$ cat src/rtf_pkg.sv
package rtf_pkg;

    localparam int MAX_NEST = 255;
    localparam int DEPTH_W  = $clog2(MAX_NEST + 1);

    // result items per input item, and the queue that absorbs them
    localparam int MAX_RES     = 3;
    localparam int RES_CNT_W   = 2;
    localparam int FIFO_DEPTH  = 4;
    localparam int FIFO_PTR_W  = 2;
    localparam int FIFO_CNT_W  = 3;

    localparam logic [7:0] CH_TAB   = 8'h09;
    localparam logic [7:0] CH_LF    = 8'h0A;
    localparam logic [7:0] CH_CR    = 8'h0D;
    localparam logic [7:0] CH_SP    = 8'h20;
    localparam logic [7:0] CH_QUOTE = 8'h27;
    localparam logic [7:0] CH_BSL   = 8'h5C;
    localparam logic [7:0] CH_LBR   = 8'h7B;
    localparam logic [7:0] CH_RBR   = 8'h7D;

    localparam logic [23:0] WORD_TAB = 24'h746162;
    localparam logic [23:0] WORD_PAR = 24'h706172;

    typedef enum logic [2:0] {
        MODE_NORMAL,
        MODE_ESC,
        MODE_WORD,
        MODE_HEX_FIRST,
        MODE_HEX_SECOND,
        MODE_SKIP,
        MODE_SKIP_ESC
    } mode_t;

    typedef struct packed {
        logic [7:0] out_byte;
        logic       has_byte;
        logic       last;
    } item_t;

    typedef struct packed {
        logic [RES_CNT_W-1:0]      cnt;
        item_t [MAX_RES-1:0]       item;
    } res_t;

    typedef struct packed {
        logic [FIFO_CNT_W-1:0] fill;
    } fifo_stat_t;

endpackage

$ cat src/rtf_if.sv
interface rtf_in_if;
    logic       valid;
    logic       ready;
    logic [7:0] in_byte;
    logic       end_of_text;

    modport source (output valid, output in_byte, output end_of_text, input ready);
    modport sink (input valid, input in_byte, input end_of_text, output ready);
endinterface

interface rtf_out_if;
    logic       valid;
    logic       ready;
    logic [7:0] out_byte;
    logic       has_byte;
    logic       last;

    modport source (output valid, output out_byte, output has_byte, output last, input ready);
    modport sink (input valid, input out_byte, input has_byte, input last, output ready);
endinterface

$ cat src/rtf_parser.sv
module rtf_parser
    import rtf_pkg::*;
(
    input  logic       clk,
    input  logic       rst_n,
    input  logic       step,
    input  logic [7:0] in_byte,
    input  logic       eot,
    output res_t       res
);

    typedef struct packed {
        mode_t              mode;
        logic [DEPTH_W-1:0] gdepth;
        logic [DEPTH_W-1:0] sdepth;
        logic [23:0]        letters;
        logic [2:0]         wlen;
        logic [7:0]         hex;
        logic               hex_stop;
    } pstate_t;

    localparam pstate_t ST_RESET = '{MODE_NORMAL, '0, '0, '0, '0, '0, 1'b0};
    localparam logic [DEPTH_W-1:0] DEPTH_MAX = DEPTH_W'(MAX_NEST);
    localparam logic [DEPTH_W-1:0] DEPTH_ONE = DEPTH_W'(1);

    pstate_t st_reg;
    pstate_t st_next;

    logic               is_delim;
    logic [7:0]         low_byte;
    logic               hex_ok;
    logic [3:0]         hex_d;
    logic [7:0]         hex_upd;
    logic               stop_upd;
    logic               word_tab;
    logic               word_par;
    mode_t              nb_mode;
    logic [DEPTH_W-1:0] nb_g;
    logic [DEPTH_W-1:0] nb_s;
    logic [DEPTH_W-1:0] skip_dec;

    function automatic item_t mk(input logic [7:0] b, input logic has, input logic lst);
        item_t it;
        it.out_byte = b;
        it.has_byte = has;
        it.last     = lst;
        return it;
    endfunction

    assign is_delim = in_byte inside {CH_BSL, CH_LBR, CH_RBR, CH_CR, CH_LF, CH_SP};
    assign low_byte = (in_byte inside {[8'h41:8'h5A]}) ? in_byte + 8'd32 : in_byte;
    assign word_tab = (st_reg.wlen == 3'd3) && (st_reg.letters == WORD_TAB);
    assign word_par = (st_reg.wlen == 3'd3) && (st_reg.letters == WORD_PAR);
    assign skip_dec = (st_reg.sdepth != '0) ? st_reg.sdepth - DEPTH_ONE : st_reg.sdepth;

    always_comb
    begin
        hex_ok = 1'b1;
        hex_d  = 4'd0;
        case (in_byte) inside
            [8'h30:8'h39]: hex_d = in_byte[3:0];
            [8'h41:8'h46],
            [8'h61:8'h66]: hex_d = in_byte[3:0] + 4'd9;
            default:       hex_ok = 1'b0;
        endcase
    end

    // digits stop at the first non-hex byte
    assign hex_upd  = (!st_reg.hex_stop && hex_ok) ? {st_reg.hex[3:0], hex_d} : st_reg.hex;
    assign stop_upd = st_reg.hex_stop | ~hex_ok;

    // effect of a byte seen in plain text
    always_comb
    begin
        nb_mode = MODE_NORMAL;
        nb_g    = st_reg.gdepth;
        nb_s    = st_reg.sdepth;
        case (in_byte)
            CH_LBR:
            begin
                if (st_reg.gdepth != '0)
                begin
                    nb_s    = DEPTH_ONE;
                    nb_mode = MODE_SKIP;
                end
                else if (st_reg.gdepth < DEPTH_MAX)
                begin
                    nb_g = st_reg.gdepth + DEPTH_ONE;
                end
            end
            CH_RBR:
            begin
                if (st_reg.gdepth != '0)
                begin
                    nb_g = st_reg.gdepth - DEPTH_ONE;
                end
            end
            CH_BSL:  nb_mode = MODE_ESC;
            default: nb_mode = MODE_NORMAL;
        endcase
    end

    // next state
    always_comb
    begin
        st_next = st_reg;
        if (eot)
        begin
            st_next = ST_RESET;
        end
        else
        begin
            case (st_reg.mode)
                MODE_ESC:
                begin
                    if (in_byte inside {CH_BSL, CH_LBR, CH_RBR})
                    begin
                        st_next.mode = MODE_NORMAL;
                    end
                    else if (in_byte == CH_QUOTE)
                    begin
                        st_next.hex      = '0;
                        st_next.hex_stop = 1'b0;
                        st_next.mode     = MODE_HEX_FIRST;
                    end
                    else if (is_delim)
                    begin
                        st_next.letters = '0;
                        st_next.wlen    = '0;
                        st_next.mode    = MODE_NORMAL;
                    end
                    else
                    begin
                        st_next.letters = {16'h0000, low_byte};
                        st_next.wlen    = 3'd1;
                        st_next.mode    = MODE_WORD;
                    end
                end
                MODE_WORD:
                begin
                    if (is_delim)
                    begin
                        st_next.letters = '0;
                        st_next.wlen    = '0;
                        st_next.mode    = MODE_NORMAL;
                        if (in_byte != CH_SP)
                        begin
                            st_next.mode   = nb_mode;
                            st_next.gdepth = nb_g;
                            st_next.sdepth = nb_s;
                        end
                    end
                    else
                    begin
                        if (st_reg.wlen < 3'd3)
                        begin
                            st_next.letters = {st_reg.letters[15:0], low_byte};
                        end
                        if (st_reg.wlen < 3'd4)
                        begin
                            st_next.wlen = st_reg.wlen + 3'd1;
                        end
                    end
                end
                MODE_HEX_FIRST:
                begin
                    st_next.hex      = hex_upd;
                    st_next.hex_stop = stop_upd;
                    st_next.mode     = MODE_HEX_SECOND;
                end
                MODE_HEX_SECOND:
                begin
                    st_next.hex      = '0;
                    st_next.hex_stop = 1'b0;
                    st_next.mode     = MODE_NORMAL;
                end
                MODE_SKIP:
                begin
                    if (in_byte == CH_BSL)
                    begin
                        st_next.mode = MODE_SKIP_ESC;
                    end
                    else if (in_byte == CH_LBR)
                    begin
                        if (st_reg.sdepth < DEPTH_MAX)
                        begin
                            st_next.sdepth = st_reg.sdepth + DEPTH_ONE;
                        end
                    end
                    else if (in_byte == CH_RBR)
                    begin
                        st_next.sdepth = skip_dec;
                        if (skip_dec == '0)
                        begin
                            st_next.mode = MODE_NORMAL;
                        end
                    end
                end
                MODE_SKIP_ESC:
                begin
                    st_next.mode = MODE_SKIP;
                end
                default:
                begin
                    st_next.mode   = nb_mode;
                    st_next.gdepth = nb_g;
                    st_next.sdepth = nb_s;
                end
            endcase
        end
    end

    // result items
    always_comb
    begin
        res = '0;
        if (eot)
        begin
            if (st_reg.mode == MODE_WORD && word_tab)
            begin
                res.item[0] = mk(CH_TAB, 1'b1, 1'b0);
                res.item[1] = mk(8'h00, 1'b0, 1'b1);
                res.cnt     = RES_CNT_W'(2);
            end
            else if (st_reg.mode == MODE_WORD && word_par)
            begin
                res.item[0] = mk(CH_CR, 1'b1, 1'b0);
                res.item[1] = mk(CH_LF, 1'b1, 1'b0);
                res.item[2] = mk(8'h00, 1'b0, 1'b1);
                res.cnt     = RES_CNT_W'(3);
            end
            else if (st_reg.mode == MODE_HEX_FIRST || st_reg.mode == MODE_HEX_SECOND)
            begin
                res.item[0] = mk(st_reg.hex, 1'b1, 1'b0);
                res.item[1] = mk(8'h00, 1'b0, 1'b1);
                res.cnt     = RES_CNT_W'(2);
            end
            else
            begin
                res.item[0] = mk(8'h00, 1'b0, 1'b1);
                res.cnt     = RES_CNT_W'(1);
            end
        end
        else
        begin
            case (st_reg.mode)
                MODE_ESC:
                begin
                    if (in_byte inside {CH_BSL, CH_LBR, CH_RBR})
                    begin
                        res.item[0] = mk(in_byte, 1'b1, 1'b0);
                        res.cnt     = RES_CNT_W'(1);
                    end
                end
                MODE_WORD:
                begin
                    if (is_delim && word_tab)
                    begin
                        res.item[0] = mk(CH_TAB, 1'b1, 1'b0);
                        res.cnt     = RES_CNT_W'(1);
                    end
                    else if (is_delim && word_par)
                    begin
                        res.item[0] = mk(CH_CR, 1'b1, 1'b0);
                        res.item[1] = mk(CH_LF, 1'b1, 1'b0);
                        res.cnt     = RES_CNT_W'(2);
                    end
                end
                MODE_HEX_SECOND:
                begin
                    res.item[0] = mk(hex_upd, 1'b1, 1'b0);
                    res.cnt     = RES_CNT_W'(1);
                end
                MODE_HEX_FIRST, MODE_SKIP, MODE_SKIP_ESC:
                begin
                    res.cnt = '0;
                end
                default:
                begin
                    if (!(in_byte inside {CH_CR, CH_LF, CH_LBR, CH_RBR, CH_BSL}))
                    begin
                        res.item[0] = mk(in_byte, 1'b1, 1'b0);
                        res.cnt     = RES_CNT_W'(1);
                    end
                end
            endcase
        end
    end

    always_ff @(posedge clk or negedge rst_n)
    begin
        if (!rst_n)
        begin
            st_reg <= ST_RESET;
        end
        else if (step)
        begin
            st_reg <= st_next;
        end
    end

endmodule

$ cat src/rtf_res_fifo.sv
module rtf_res_fifo
    import rtf_pkg::*;
(
    input  logic               clk,
    input  logic               rst_n,
    input  logic               push,
    input  res_t               res,
    output fifo_stat_t         stat,
    rtf_out_if.source          out_ch
);

    item_t                  mem_reg [FIFO_DEPTH];
    logic [FIFO_PTR_W-1:0]  wr_ptr_reg;
    logic [FIFO_PTR_W-1:0]  wr_ptr_next;
    logic [FIFO_PTR_W-1:0]  rd_ptr_reg;
    logic [FIFO_PTR_W-1:0]  rd_ptr_next;
    logic [FIFO_CNT_W-1:0]  cnt_reg;
    logic [FIFO_CNT_W-1:0]  cnt_next;
    logic [FIFO_CNT_W-1:0]  push_cnt;
    logic                   pop;
    item_t                  head;

    assign head            = mem_reg[rd_ptr_reg];
    assign out_ch.valid    = (cnt_reg != '0);
    assign out_ch.out_byte = head.out_byte;
    assign out_ch.has_byte = head.has_byte;
    assign out_ch.last     = head.last;
    assign pop             = out_ch.valid & out_ch.ready;
    assign push_cnt        = push ? FIFO_CNT_W'(res.cnt) : '0;
    assign stat.fill       = cnt_reg;

    assign wr_ptr_next = wr_ptr_reg + FIFO_PTR_W'(push_cnt);
    assign rd_ptr_next = rd_ptr_reg + FIFO_PTR_W'(pop);
    assign cnt_next    = cnt_reg + push_cnt - FIFO_CNT_W'(pop);

    always_ff @(posedge clk)
    begin
        for (int i = 0; i < MAX_RES; i++)
        begin
            if (FIFO_CNT_W'(i) < push_cnt)
            begin
                mem_reg[wr_ptr_reg + FIFO_PTR_W'(i)] <= res.item[i];
            end
        end
    end

    always_ff @(posedge clk or negedge rst_n)
    begin
        if (!rst_n)
        begin
            wr_ptr_reg <= '0;
            rd_ptr_reg <= '0;
            cnt_reg    <= '0;
        end
        else
        begin
            wr_ptr_reg <= wr_ptr_next;
            rd_ptr_reg <= rd_ptr_next;
            cnt_reg    <= cnt_next;
        end
    end

endmodule

$ cat src/rtf_plain_text_extractor_core.sv
// Path: an accepted input item waits in the input register until the result queue
// has room for its results, which are then written into the queue and offered.
// Throughput: one input item per cycle while each item yields at most one result
// and the receiver is ready; an item that yields two or three results holds the
// input until the single-item-per-cycle drain of the 4-entry result queue has room.
// Reset (rst_n, async, active low) returns the parser to plain text with zero depth
// and empties the input register and result queue.
module rtf_plain_text_extractor_core
    import rtf_pkg::*;
(
    input  logic       clk,
    input  logic       rst_n,
    rtf_in_if.sink     in_ch,
    rtf_out_if.source  out_ch
);

    logic       in_vld_reg;
    logic       in_vld_next;
    logic [7:0] in_byte_reg;
    logic       in_eot_reg;
    logic       in_take;
    logic       adv;
    res_t       res;
    fifo_stat_t fifo_stat;

    // queue must hold the worst case of one item before it is parsed
    assign adv          = in_vld_reg && (fifo_stat.fill <= FIFO_CNT_W'(FIFO_DEPTH - MAX_RES));
    assign in_ch.ready  = ~in_vld_reg | adv;
    assign in_take      = in_ch.valid & in_ch.ready;
    assign in_vld_next  = in_take ? 1'b1 : (adv ? 1'b0 : in_vld_reg);

    always_ff @(posedge clk or negedge rst_n)
    begin
        if (!rst_n)
        begin
            in_vld_reg <= 1'b0;
        end
        else
        begin
            in_vld_reg <= in_vld_next;
        end
    end

    always_ff @(posedge clk)
    begin
        if (in_take)
        begin
            in_byte_reg <= in_ch.in_byte;
            in_eot_reg  <= in_ch.end_of_text;
        end
    end

    rtf_parser u_parser (
        .clk     (clk),
        .rst_n   (rst_n),
        .step    (adv),
        .in_byte (in_byte_reg),
        .eot     (in_eot_reg),
        .res     (res)
    );

    rtf_res_fifo u_fifo (
        .clk    (clk),
        .rst_n  (rst_n),
        .push   (adv),
        .res    (res),
        .stat   (fifo_stat),
        .out_ch (out_ch)
    );

`ifndef SYNTHESIS
    a_fill_bound: assert property (@(posedge clk) disable iff (!rst_n)
        fifo_stat.fill <= FIFO_CNT_W'(FIFO_DEPTH))
        else $error("result queue overflow");

    a_eot_marker: assert property (@(posedge clk) disable iff (!rst_n)
        adv && in_eot_reg |-> (res.cnt != '0) && res.item[res.cnt - RES_CNT_W'(1)].last
            && !res.item[res.cnt - RES_CNT_W'(1)].has_byte)
        else $error("end of text without final marker");

    a_no_stray_last: assert property (@(posedge clk) disable iff (!rst_n)
        adv && !in_eot_reg |-> !res.item[0].last && !res.item[1].last && !res.item[2].last)
        else $error("last flag on ordinary item");
`endif

endmodule

$ cat src/flat_wrapper.sv
// flat-port wrapper written by rule: the top's interface ports become plain ports
module rtf_plain_text_extractor_core_flat import rtf_pkg::*;
  (clk, rst_n, in_ch_valid, in_ch_in_byte, in_ch_end_of_text, in_ch_ready, out_ch_valid, out_ch_out_byte, out_ch_has_byte, out_ch_last, out_ch_ready);
  rtf_in_if in_ch_i ();
  rtf_out_if out_ch_i ();
  input  logic clk;
  input  logic rst_n;
  input wire logic [$bits(in_ch_i.valid)-1:0] in_ch_valid;
  input wire logic [$bits(in_ch_i.in_byte)-1:0] in_ch_in_byte;
  input wire logic [$bits(in_ch_i.end_of_text)-1:0] in_ch_end_of_text;
  output wire logic [$bits(in_ch_i.ready)-1:0] in_ch_ready;
  output wire logic [$bits(out_ch_i.valid)-1:0] out_ch_valid;
  output wire logic [$bits(out_ch_i.out_byte)-1:0] out_ch_out_byte;
  output wire logic [$bits(out_ch_i.has_byte)-1:0] out_ch_has_byte;
  output wire logic [$bits(out_ch_i.last)-1:0] out_ch_last;
  input wire logic [$bits(out_ch_i.ready)-1:0] out_ch_ready;
  assign in_ch_i.valid = in_ch_valid;
  assign in_ch_i.in_byte = in_ch_in_byte;
  assign in_ch_i.end_of_text = in_ch_end_of_text;
  assign in_ch_ready = in_ch_i.ready;
  assign out_ch_valid = out_ch_i.valid;
  assign out_ch_out_byte = out_ch_i.out_byte;
  assign out_ch_has_byte = out_ch_i.has_byte;
  assign out_ch_last = out_ch_i.last;
  assign out_ch_i.ready = out_ch_ready;
  rtf_plain_text_extractor_core u_core (.clk(clk), .rst_n(rst_n), .in_ch(in_ch_i), .out_ch(out_ch_i));
endmodule
$ cat config.mk
export PLATFORM = sky130hd
export DESIGN_NAME = rtf_plain_text_extractor_core_flat
export DESIGN_NICKNAME = d
export VERILOG_FILES = /design/src/rtf_pkg.sv /design/src/rtf_if.sv /design/src/rtf_parser.sv /design/src/rtf_res_fifo.sv /design/src/rtf_plain_text_extractor_core.sv /design/src/flat_wrapper.sv
export SDC_FILE = /design/constraint.sdc
export NUM_CORES = 1
export LEC_CHECK = 0
export ABC_AREA = 1
export BUFFER_PORTS_ARGS = -buffer_cell sky130_fd_sc_hd__buf_2
export CORE_MARGIN = 2
export CORE_UTILIZATION = 63
export CTS_CLUSTER_SIZE = 10
export DETAILED_ROUTE_END_ITERATION = 6
export GPL_TIMING_DRIVEN = 0
export HOLD_SLACK_MARGIN = 0.03
export MAX_ROUTING_LAYER = met4
export PLACE_DENSITY = 0.88
export REMOVE_ABC_BUFFERS = 1
export SLEW_MARGIN = 10
export SYNTH_ARGS = -nofsm -noshare
export SYNTH_HDL_FRONTEND = slang
export SYNTH_SLANG_ARGS = --single-unit
$ cat constraint.sdc
create_clock -name clk -period 3.8 [get_ports clk]
set_input_delay 0.38 -clock clk [delete_from_list [all_inputs] [get_ports clk]]
set_output_delay 0.38 -clock clk [all_outputs]
set_load 0.01 [all_outputs]
; Yosys cells after proc, flatten, opt, wreduce, memory -nomap -nowiden
; Memories as Yosys holds them, arrays and structs flattened.
; Index checks and enable logic that the tools add are counted.
; W data, S select, Z words.
[word_totals]
register_bits = 72
mem_bits_rw = 40
input_bits = 13
output_inout_bits = 12
wordCells = 188
n_memories = 1
[mem_list]
columns = name, words, word_bits, rd, rd_clocked_by_memory_dff, wr, line
row1 = u_core.u_fifo.mem_reg, 4, 10, 1, 0, 3, rtf_res_fifo.sv:12  ; item_t mem_reg [FIFO_DEPTH];
[op_classes]
add_sub_neg = 13
order_cmp = 15
eq_ne = 32
muxes = 74
n_bitwise = 6
n_reduce_logical = 34
[ops]
columns = operator, count
row1 = $mux W8, 12
row2 = $mux W10, 6
row3 = $mux W55, 1
row4 = $mux W27, 2
row5 = $pmux W27 S2, 1
row6 = $eq A24 B23 Y1 const B, 2
row7 = $mux W16, 3
row8 = $pmux W10 S4, 1
row9 = $mux W19, 2
row10 = $mux W36, 1
row11 = $pmux W8 S2, 2
row12 = $ne A4 B3 Y1 const B, 7
row13 = $pmux W9 S3, 1
row14 = $eq A8 B7 Y1 const B, 3
row15 = $le A8 B7 Y1 const B, 3
row16 = $mux W24, 1
row17 = $mux W3, 8
row18 = $pmux W8 S3, 1
row19 = $mux W20, 1
row20 = $ne A3 B2 Y1 const B, 6
row21 = $pmux W3 S6, 1
row22 = $add A8 B1 Y8 const B, 2
row23 = $eq A8 B4 Y1 const B, 2
row24 = $eq A8 B6 Y1 const B, 2
row25 = 52 further kinds, 103

; Longest topological paths before layout
; Gate-level depths: netlist of the first run.
[depth]
word_depth = 11
ltp_mapped = 21

; By module
; From an unflattened synthesis of the first run, not the netlist that was laid out.
[hier_totals]
hier_cells = 1207
hier_area_um2 = 8260.4
[by_module_without_submodules]
columns = module, instances, cells_each, area_per_inst_um2
row1 = rtf_parser, 1, 794, 4979.8
row2 = rtf_res_fifo, 1, 395, 2949.1
row3 = rtf_plain_text_extractor_core, 1, 18, 331.6

; Least setup slack after synthesis of the first run
; No wires, ideal clock.
[synth_path]
kind = register -> register
from = register u_core.in_byte_reg[1]
to = register u_core.u_fifo.cnt_reg[2], in the netlist u_core.u_fifo.stat[2]
setup_time_ns = 0.129
t_arrival_ns = 2.735
path_slack_ns = 0.937
path_stages_with_launch = 21
path_buffers = 0
path_cell_list = edfxtp_1 > inv_1 > ha_1 > inv_1 > nor3_1 > nand2_1 > nand2_1 > inv_2 > nand2_4 > nand2_1 > nand3_1 > nand2_1 > nand2_2 > nand2_4 > ha_1 > inv_1 > ha_1 > inv_1 > fa_1 > xnor2_1 > xor2_1
[synth_via]
elab_chain_cells = 10
word_cells_on_any_way = 20
cone_classes = add/sub (2) / eq/ne (6) / mux (7) / reduce/logical (5)
[synth_lines]
columns = item, line
row1 = start: declaration, rtf_plain_text_extractor_core.sv:19  ; logic [7:0] in_byte_reg;
row2 = start signal: assignment, rtf_plain_text_extractor_core.sv:48  ; in_byte_reg <= in_ch.in_byte;
row3 = "$eq A8 B7 Y1, or another cell as far along", "rtf_parser.sv:50, rtf_parser.sv:249, rtf_parser.sv:280"
row4 = $reduce_bool A6 Y1, rtf_parser.sv:50  ; assign is_delim = in_byte inside {CH_BSL, CH_LBR, CH_RBR, CH_CR, CH_LF, CH_SP};
row5 = $logic_and A1 B1 Y1, rtf_parser.sv:262  ; else if (is_delim && word_par)
row6 = $mux W2, rtf_parser.sv:262
row7 = $mux W2, rtf_parser.sv:257  ; if (is_delim && word_tab)
row8 = $pmux W2 S4 (*), rtf_parser.sv:246  ; case (st_reg.mode)
row9 = $mux W2 (*), rtf_parser.sv:217  ; if (eot)
row10 = $mux W2 (*), rtf_res_fifo.sv:29  ; assign push_cnt = push ? FIFO_CNT_W'(res.cnt) : '0;
row11 = $add A3 B2 Y3 (*), rtf_res_fifo.sv:34  ; assign cnt_next = cnt_reg + push_cnt - FIFO_CNT_W'(pop);
row12 = $sub A3 B1 Y3 (*), rtf_res_fifo.sv:34
row13 = named net u_core.u_fifo.cnt_next[2], rtf_res_fifo.sv:18  ; logic [FIFO_CNT_W-1:0] cnt_next;
row14 = end signal: assignment, rtf_res_fifo.sv:59  ; cnt_reg <= cnt_next;
row15 = end: declaration, rtf_res_fifo.sv:17  ; logic [FIFO_CNT_W-1:0] cnt_reg;
; The timed path passes the listed nets; every way through them passes the cells marked *.
; A chain may end at the register's enable or synchronous reset.

; Worst setup path in the final report of the first run
[layout_path]
from = register u_core.in_byte_reg[1]
to = register u_core.u_parser.st_reg[43] in the netlist's numbering
[layout_via]
elab_chain_cells = 6
word_cells_on_any_way = 21
cone_classes = eq/ne (12) / mux (7) / reduce/logical (2)
[layout_lines]
columns = item, line
row1 = $eq A8 B7 Y1, "rtf_parser.sv:50, rtf_parser.sv:78, rtf_parser.sv:183"
row2 = $mux W8, rtf_parser.sv:78  ; case (in_byte)
row3 = $mux W19, rtf_parser.sv:146  ; if (in_byte != CH_SP)
row4 = $mux W19, rtf_parser.sv:141  ; if (is_delim)
row5 = $pmux W8 S3, rtf_parser.sv:113  ; case (st_reg.mode)
row6 = $mux W55, rtf_parser.sv:107  ; if (eot)
row7 = end signal: assignment, rtf_parser.sv:298  ; st_reg <= st_next;
row8 = end: declaration, rtf_parser.sv:26  ; pstate_t st_reg;
; Parallel ways exist; a longest one is shown, timed or not. The select of a mux whose other input is x is not followed.

==> impl_metrics.tcl, run 1 <==
set metrics [dict create \
    status "complete, but fails checks" \
    violations "DRC" \
    rows 38 \
    clock-root-buffer "clkbuf_8" \
    route.vias.total 6382 \
    postCtsSetupRepairBufs 0 \
    gr-total-overflow 0 \
    path_clk_slew_ns 0.11 \
    worstSetupPathType "flop to flop" \
    n_antenna_cell 0 \
    dp_hpwl_um 11710 \
    grtUsageTotal_pct 30.20 \
    ctsResizeCount 0 \
    drc_errors 3 \
    detail_route.iter0.violations 657 \
    cp_max_fo 12 \
    synth_adder_area_share_pct 3.557 \
    final-setup-viol-count 0 \
    finalCriticalPeriod_ns 3.432 \
    area_growth_syn_to_layout_pct 5.462 \
    peakVddDrop_v 0.0003794 \
    die_w_um 108.6 \
    wl_um 16160 \
    holdBufCountCts 0 \
    yosys_warnings 0 \
    skew_ns 0.01967 \
    antenna_found_initial 0 \
    htreeDepth 3 \
    synth_top_family_by_area "simple AND/OR/NAND/NOR gates" \
    synthXorXnorAreaFrac_pct 2.159 \
    synth_area_per_cell_um2 6.993 \
    p_total_mw 4.478 \
    grt_max_degree 64 \
    final_area_um2 7272 \
    crit_top_cell "nand2_1" \
    clockBufferDepth 2 \
    grt.busiest_layer "met2" \
    grt_util_met1_pct 40.68 \
    drtAntennaViolNets 0 \
    grt_pass1_vias 5825 \
    clock-sinks 112 \
    first_pass_iters 7 \
    min_path_type "input port to async pin" \
    grtUsageMet3_pct 4.244 \
    cts_tree "yes" \
    seq_area_frac_synth_pct 38.98 \
    syn_area_um2 6895 \
    p_leak_nw 3.530 \
    core-area_um2 10750 \
    tightest_slew_ns 1.006 \
    via_per_inst 5.588 \
    synth_seq_cells 112 \
    drv_cap 0 \
    numCtsBuffers 9 \
    synth_cells 986 \
    synthMuxAreaShare_pct 0 \
    end_kind "flop" \
    synth_simple_gate_area_share_pct 31.39 \
    post-route-util_pct 67.68 \
    cpLargestDelayFamily "simple AND/OR/NAND/NOR gates" \
    max_freq_mhz 291.4 \
    layout-drive-gt1-share_pct 9.481 \
    hold_violations 0 \
    maxSlewViolCount 0 \
    ys_types 43 \
    rsz0062_at_grt "false" \
    worst_slack_ns 0.3683 \
    io_buffer_count 24 \
    wl_per_cell_um 14.15 \
    die_y_um 108.6 \
    clk_latency_ns 0.41 \
    cp_slowest_cell "edfxtp_1" \
    use_met2_pct 47.95 \
    place_ws_ns 0.4231 \
    fin_crit_sh_pct 90.31 \
    crit_required_ns 4.06 \
    path_buf_inv 3 \
    power.density_nw_per_um2 615.8 \
    postPlaceCellArea_um2 7086 \
    routabilityCongestion 0.9749 \
    finalNetCount 1029 \
    slew_headroom_pct 32.63 \
    dieArea_um2 11800 \
    synth_compound_area_share_pct 15.10 \
    largest_reg_flops 55 \
    cp-start-kind "flop" \
    grt_pass1_wl_um 27320 \
    start_util_pct 64.17 \
    cpPeakStageDelay_ns 0.53 \
    crit_chain "inv_1, ha_1, inv_1, nor3_1, nand2_1, nand2_1, inv_2, nand2_4, nor2_2, nand2_1, nand2_1, nor2_1, nand2_1, a31oi_1, o21ai_0" \
    io_pins 25 \
    fin_setup_tns_ns 0 \
    arrival_ns 3.69 \
]
-- synth_stat cells (all sizes together) --
master / n / share of area [%]
nand3: 74 / 5.7
ha: 18 / 3.3
o21ai: 91 / 6.7
nand2: 249 / 14
o221ai: 2 / 0.25
o22ai: 23 / 2.1
o211ai: 5 / 0.54
xor2: 15 / 1.9
a21boi: 2 / 0.22
xnor2: 2 / 0.25
fa: 1 / 0.29
clkbuf: 11 / 0.60
o21a: 2 / 0.22
edfxtp: 13 / 5.7
nor3: 8 / 0.58
buf: 14 / 1.5
nor3b: 2 / 0.22
inv: 121 / 6.6
a21oi: 44 / 3.5
dfrtp: 63 / 23
or2: 4 / 0.36
nand3b: 2 / 0.22
nand4: 9 / 0.82
a31oi: 2 / 0.18
nor2: 158 / 9.1
dfxtp: 36 / 10
o31ai: 13 / 1.4
clkinv: 2 / 0.11
-- power breakdown --
group	switching [mW]	leakage, nW	internal [mW]
combinational	1.26	2.16	0.677
sequential	0.276	1.27	1.55
clock	0.445	0.0999	0.268
-- per-stage QoR --
step | instances | hold WS, ns
finish | 1142 | 0.07130
global route | 1142 | 0.1375
CTS | 1142 | 0.08978
detailed placement | 1126 | 0.4572
global placement | 1125 | 0.4533
floorplan | 961 | 0.08441
-- worst paths after layout --
check | start | end | slack (ns) | cells past startpoint
max | u_core.in_byte_reg[1]$_DFFE_PP_ | u_core.u_parser.st_reg[43]$_DFFE_PN0P_ | 0.37 | 15
min | rst_n | u_core.u_parser.st_reg[40]$_DFFE_PN0P_ | 0.07 | 1
max reg2reg | u_core.in_byte_reg[1]$_DFFE_PP_ | u_core.u_parser.st_reg[43]$_DFFE_PN0P_ | 0.37 | 15
min reg2reg | u_core.u_fifo.mem_reg[1][9]$_SDFFE_PP0P_ | u_core.u_fifo.mem_reg[1][9]$_SDFFE_PP0P_ | 0.47 | 2
max in group asynchronous | rst_n | u_core.u_parser.st_reg[36]$_DFFE_PN0P_ | 3.22 | 1
min in group clk | in_ch_end_of_text | u_core.in_eot_reg$_DFFE_PP_ | 0.14 | 1
-- cell usage in the layout (no fill, tap or decap), types with 2 or more instances in the layout --
master	n
or2_2	3
buf_2	23
nand3_1	70
o22ai_1	23
nand3b_1	2
inv_1	108
a31oi_1	2
nor2_2	12
o31ai_1	13
o21ai_1	7
nand3_2	4
edfxtp_1	13
nor3b_1	2
clkinv_1	2
inv_2	13
dfxtp_1	36
nor3_1	8
xor2_1	15
a21oi_2	3
o21ai_0	82
clkbuf_8	10
nand2_2	11
a21oi_1	40
o221ai_1	2
nand2_4	4
nand2_1	234
xnor2_1	2
dfrtp_1	63
ha_1	18
nand4_1	9
a21boi_0	2
inv_6	3
o211ai_1	5
o21a_1	2
nor2_1	145
-- cell families after synthesis --
family / count (synthesis)
AO/OA/AOI/OAI: 184
XOR/XNOR: 17
adder cells (fa/ha/maj): 19
buffers and inverters: 148
flip-flops: 112
AND/OR/NAND/NOR: 506
-- layer usage --
| metal | up-vias | share of wire, % | routed length, um |
|---|---|---|---|
| met4 | 0 | 1.5 | 250 |
| met1 | 2938 | 45 | 7299 |
| met3 | 23 | 6.3 | 1020 |
| li1 | 3220 | - | - |
| met2 | 201 | 47 | 7588 |
| met5 | - | 0 | 0 |
-- final cells by class --
class	count	area [um^2]
Multi-Input combinational cell	726	3611
Timing Repair Buffer	25	150.1
Tap cell	140	175.2
Clock inverter	6	48.80
Inverter	123	461.7
Clock buffer	10	137.6
Sequential cell	112	2688
Fill cell	964	3473
(Power assumes the default switching activity.)
==> run 2, diff against run 1 <==
--- a/config.mk
+++ b/config.mk
@@ -6,7 +6,9 @@
 export NUM_CORES = 1
 export LEC_CHECK = 0
 export ABC_AREA = 1
+export ABC_CLOCK_PERIOD_IN_PS = 3800
 export BUFFER_PORTS_ARGS = -buffer_cell sky130_fd_sc_hd__buf_2
+export CORE_ASPECT_RATIO = 0.5
 export CORE_MARGIN = 2
 export CORE_UTILIZATION = 63
 export CTS_CLUSTER_SIZE = 10
@@ -16,6 +18,7 @@
 export MAX_ROUTING_LAYER = met4
 export PLACE_DENSITY = 0.88
 export REMOVE_ABC_BUFFERS = 1
+export SKIP_LAST_GASP = 1
 export SLEW_MARGIN = 10
 export SYNTH_ARGS = -nofsm -noshare
 export SYNTH_HDL_FRONTEND = slang
==> impl_metrics.tcl, run 2 (synthesis gave the netlist of run 1 again) <==
set metrics [dict create \
    status "finished clean" \
    peakVddDrop_v 0.0002868 \
    cpPeakStageDelay_ns 0.52 \
    drtAntennaViolNets 0 \
    min_path_type "input port to async pin" \
    grtUsageTotal_pct 30.35 \
    start_util_pct 66.24 \
    hold_violations 0 \
    max_freq_mhz 287.7 \
    rsz0062_at_grt "false" \
    power_switching_mw 2.049 \
    maxSlewViolCount 0 \
    cts_tree "yes" \
    place_ws_ns 0.4615 \
    n_antenna_cell 0 \
    final_common_cell "nand2_1" \
    grt_pass1_vias 6169 \
    slew_headroom_pct 41.62 \
    numCtsBuffers 9 \
    crit_required_ns 4.07 \
    final_cell_mix "234 x nand2_1, 145 x nor2_1, 108 x inv_1" \
    htreeDepth 3 \
    wl_um 17060 \
    area_growth_syn_to_layout_pct 6.968 \
    ctsResizeCount 0 \
    dp_hpwl_um 12140 \
    path_clk_slew_ns 0.08 \
    drv_cap 0 \
    cp-start-kind "flop" \
    arrival_ns 3.74 \
    io_pins 25 \
    dieArea_um2 11850 \
    drc_errors 0 \
    crit_chain "inv_1, ha_1, inv_1, nor3_1, nand2_1, nand2_1, inv_2, nand2_4, nor2_2, nand2_1, nand2_1, nor2_1, nand2_1, nor2_1, o21ai_0, o21ai_0" \
    fin_crit_sh_pct 91.48 \
    sequentialPowerShare_pct 38.6 \
    whs_ns 0.06901 \
    route.vias.total 6598 \
    clockBufferDepth 2 \
    worst_slack_ns 0.3237 \
    p_leak_nw 3.564 \
    routabilityCongestion 0.9843 \
    wl_per_cell_um 14.94 \
    clk_latency_ns 0.35 \
    skew_ns 0.01232 \
    end_kind "flop" \
    rows 26 \
    finalCriticalPeriod_ns 3.476 \
    grt_max_degree 64 \
    gr-total-overflow 0 \
    crit_top_cell "nand2_1" \
    die_w_um 152.0 \
    largest_reg_flops 55 \
    power.density_nw_per_um2 643.4 \
    p_int_mw 2.697 \
    final-setup-viol-count 0 \
    die_y_um 77.98 \
    clock-sinks 112 \
    cp_slowest_cell "edfxtp_1" \
    io_buffer_count 24 \
    tightest_slew_ns 0.8716 \
    detail_route.iter0.violations 629 \
    first_pass_iters 5 \
    grt_pass1_wl_um 28810 \
    postCtsSetupRepairBufs 0 \
    worstSetupPathType "flop to flop" \
    swShare_pct 43.17 \
    clock-root-buffer "clkbuf_16" \
    core-area_um2 10410 \
    antenna_found_initial 0 \
    cp_max_fo 12 \
    combPwrFrac_pct 41.9 \
    layout-drive-gt1-share_pct 9.581 \
    finalNetCount 1029 \
    via_per_inst 5.778 \
    holdBufCountCts 0 \
    p_clk_share_pct 19.5 \
]
==> run 2: per-layer routing <==
metal	vias to the layer above	track usage (%)	part of all wire [%]	wire, um
met1	3070	38.78	43	7399
li1	3233	-	-	-
met2	267	51.35	48	8122
met4	0	7.290	1.2	210
met5	-	-	0	0
met3	28	4.916	7.8	1330
==> run 2: critical path, delay by kind of cell, from the launching register on <==
kind,cells,cell delay (ns)
flip-flops,1,0.52
AND/OR/NAND/NOR,10,1.98
AO/OA/AOI/OAI,2,0.28
adder cells (fa/ha/maj),1,0.26
buffers and inverters,3,0.36
==> run 2: cell type report <==
type	count	area, um^2
multi-input combinational	726	3617
fill	875	3034
sequential	112	2688
inverter	123	461.7
clock buffer	10	239.0
tap	140	175.2
timing repair buffer	25	142.6
clock inverter	6	52.55
==> run 2: power groups by stage <==
stage | clock network, mW | registers, mW | logic (mW)
6_report | 0.926 | 1.83 | 1.99
5_1_grt | 0.983 | 1.87 | 2.26
4_1_cts | 0.933 | 1.82 | 1.96
3_5_place_dp | 0 | 1.84 | 1.94
3_3_place_gp | 0 | 1.83 | 1.84
2_1_floorplan | 0 | 1.76 | 1.43
==> run 2: through the flow <==
| step | instance area, um^2 | utilization (%) | power (mW) | cells | setup TNS (ns) |
|---|---|---|---|---|---|
| after floorplan | 6749 | - | 3.186 | 961 | 0 |
| after global placement | 7044 | 67.67 | 3.668 | 1125 | -13.13 |
| after detailed placement | 7078 | 67.99 | 3.784 | 1126 | 0 |
| after CTS | 7370 | 70.79 | 4.712 | 1142 | 0 |
| after global routing | 7376 | 70.85 | 5.112 | 1142 | 0 |
| final | 7376 | 70.85 | 4.746 | 1142 | 0 |
==> run 2: final timing paths <==
kind	from	endpoint	slack, ns	cells past startpoint
min reg2reg	u_core.u_fifo.mem_reg[1][3]$_SDFFE_PP0P_	u_core.u_fifo.mem_reg[1][3]$_SDFFE_PP0P_	0.48	2
max	u_core.in_byte_reg[1]$_DFFE_PP_	u_core.u_parser.st_reg[40]$_DFFE_PN0P_	0.32	16
max reg2reg	u_core.in_byte_reg[1]$_DFFE_PP_	u_core.u_parser.st_reg[40]$_DFFE_PN0P_	0.32	16
min in group clk	in_ch_in_byte[0]	u_core.in_byte_reg[0]$_DFFE_PP_	0.21	1
min	rst_n	u_core.u_parser.st_reg[39]$_DFFE_PN0P_	0.07	1
max in group asynchronous	rst_n	u_core.u_parser.st_reg[13]$_DFFE_PN0P_	3.13	1
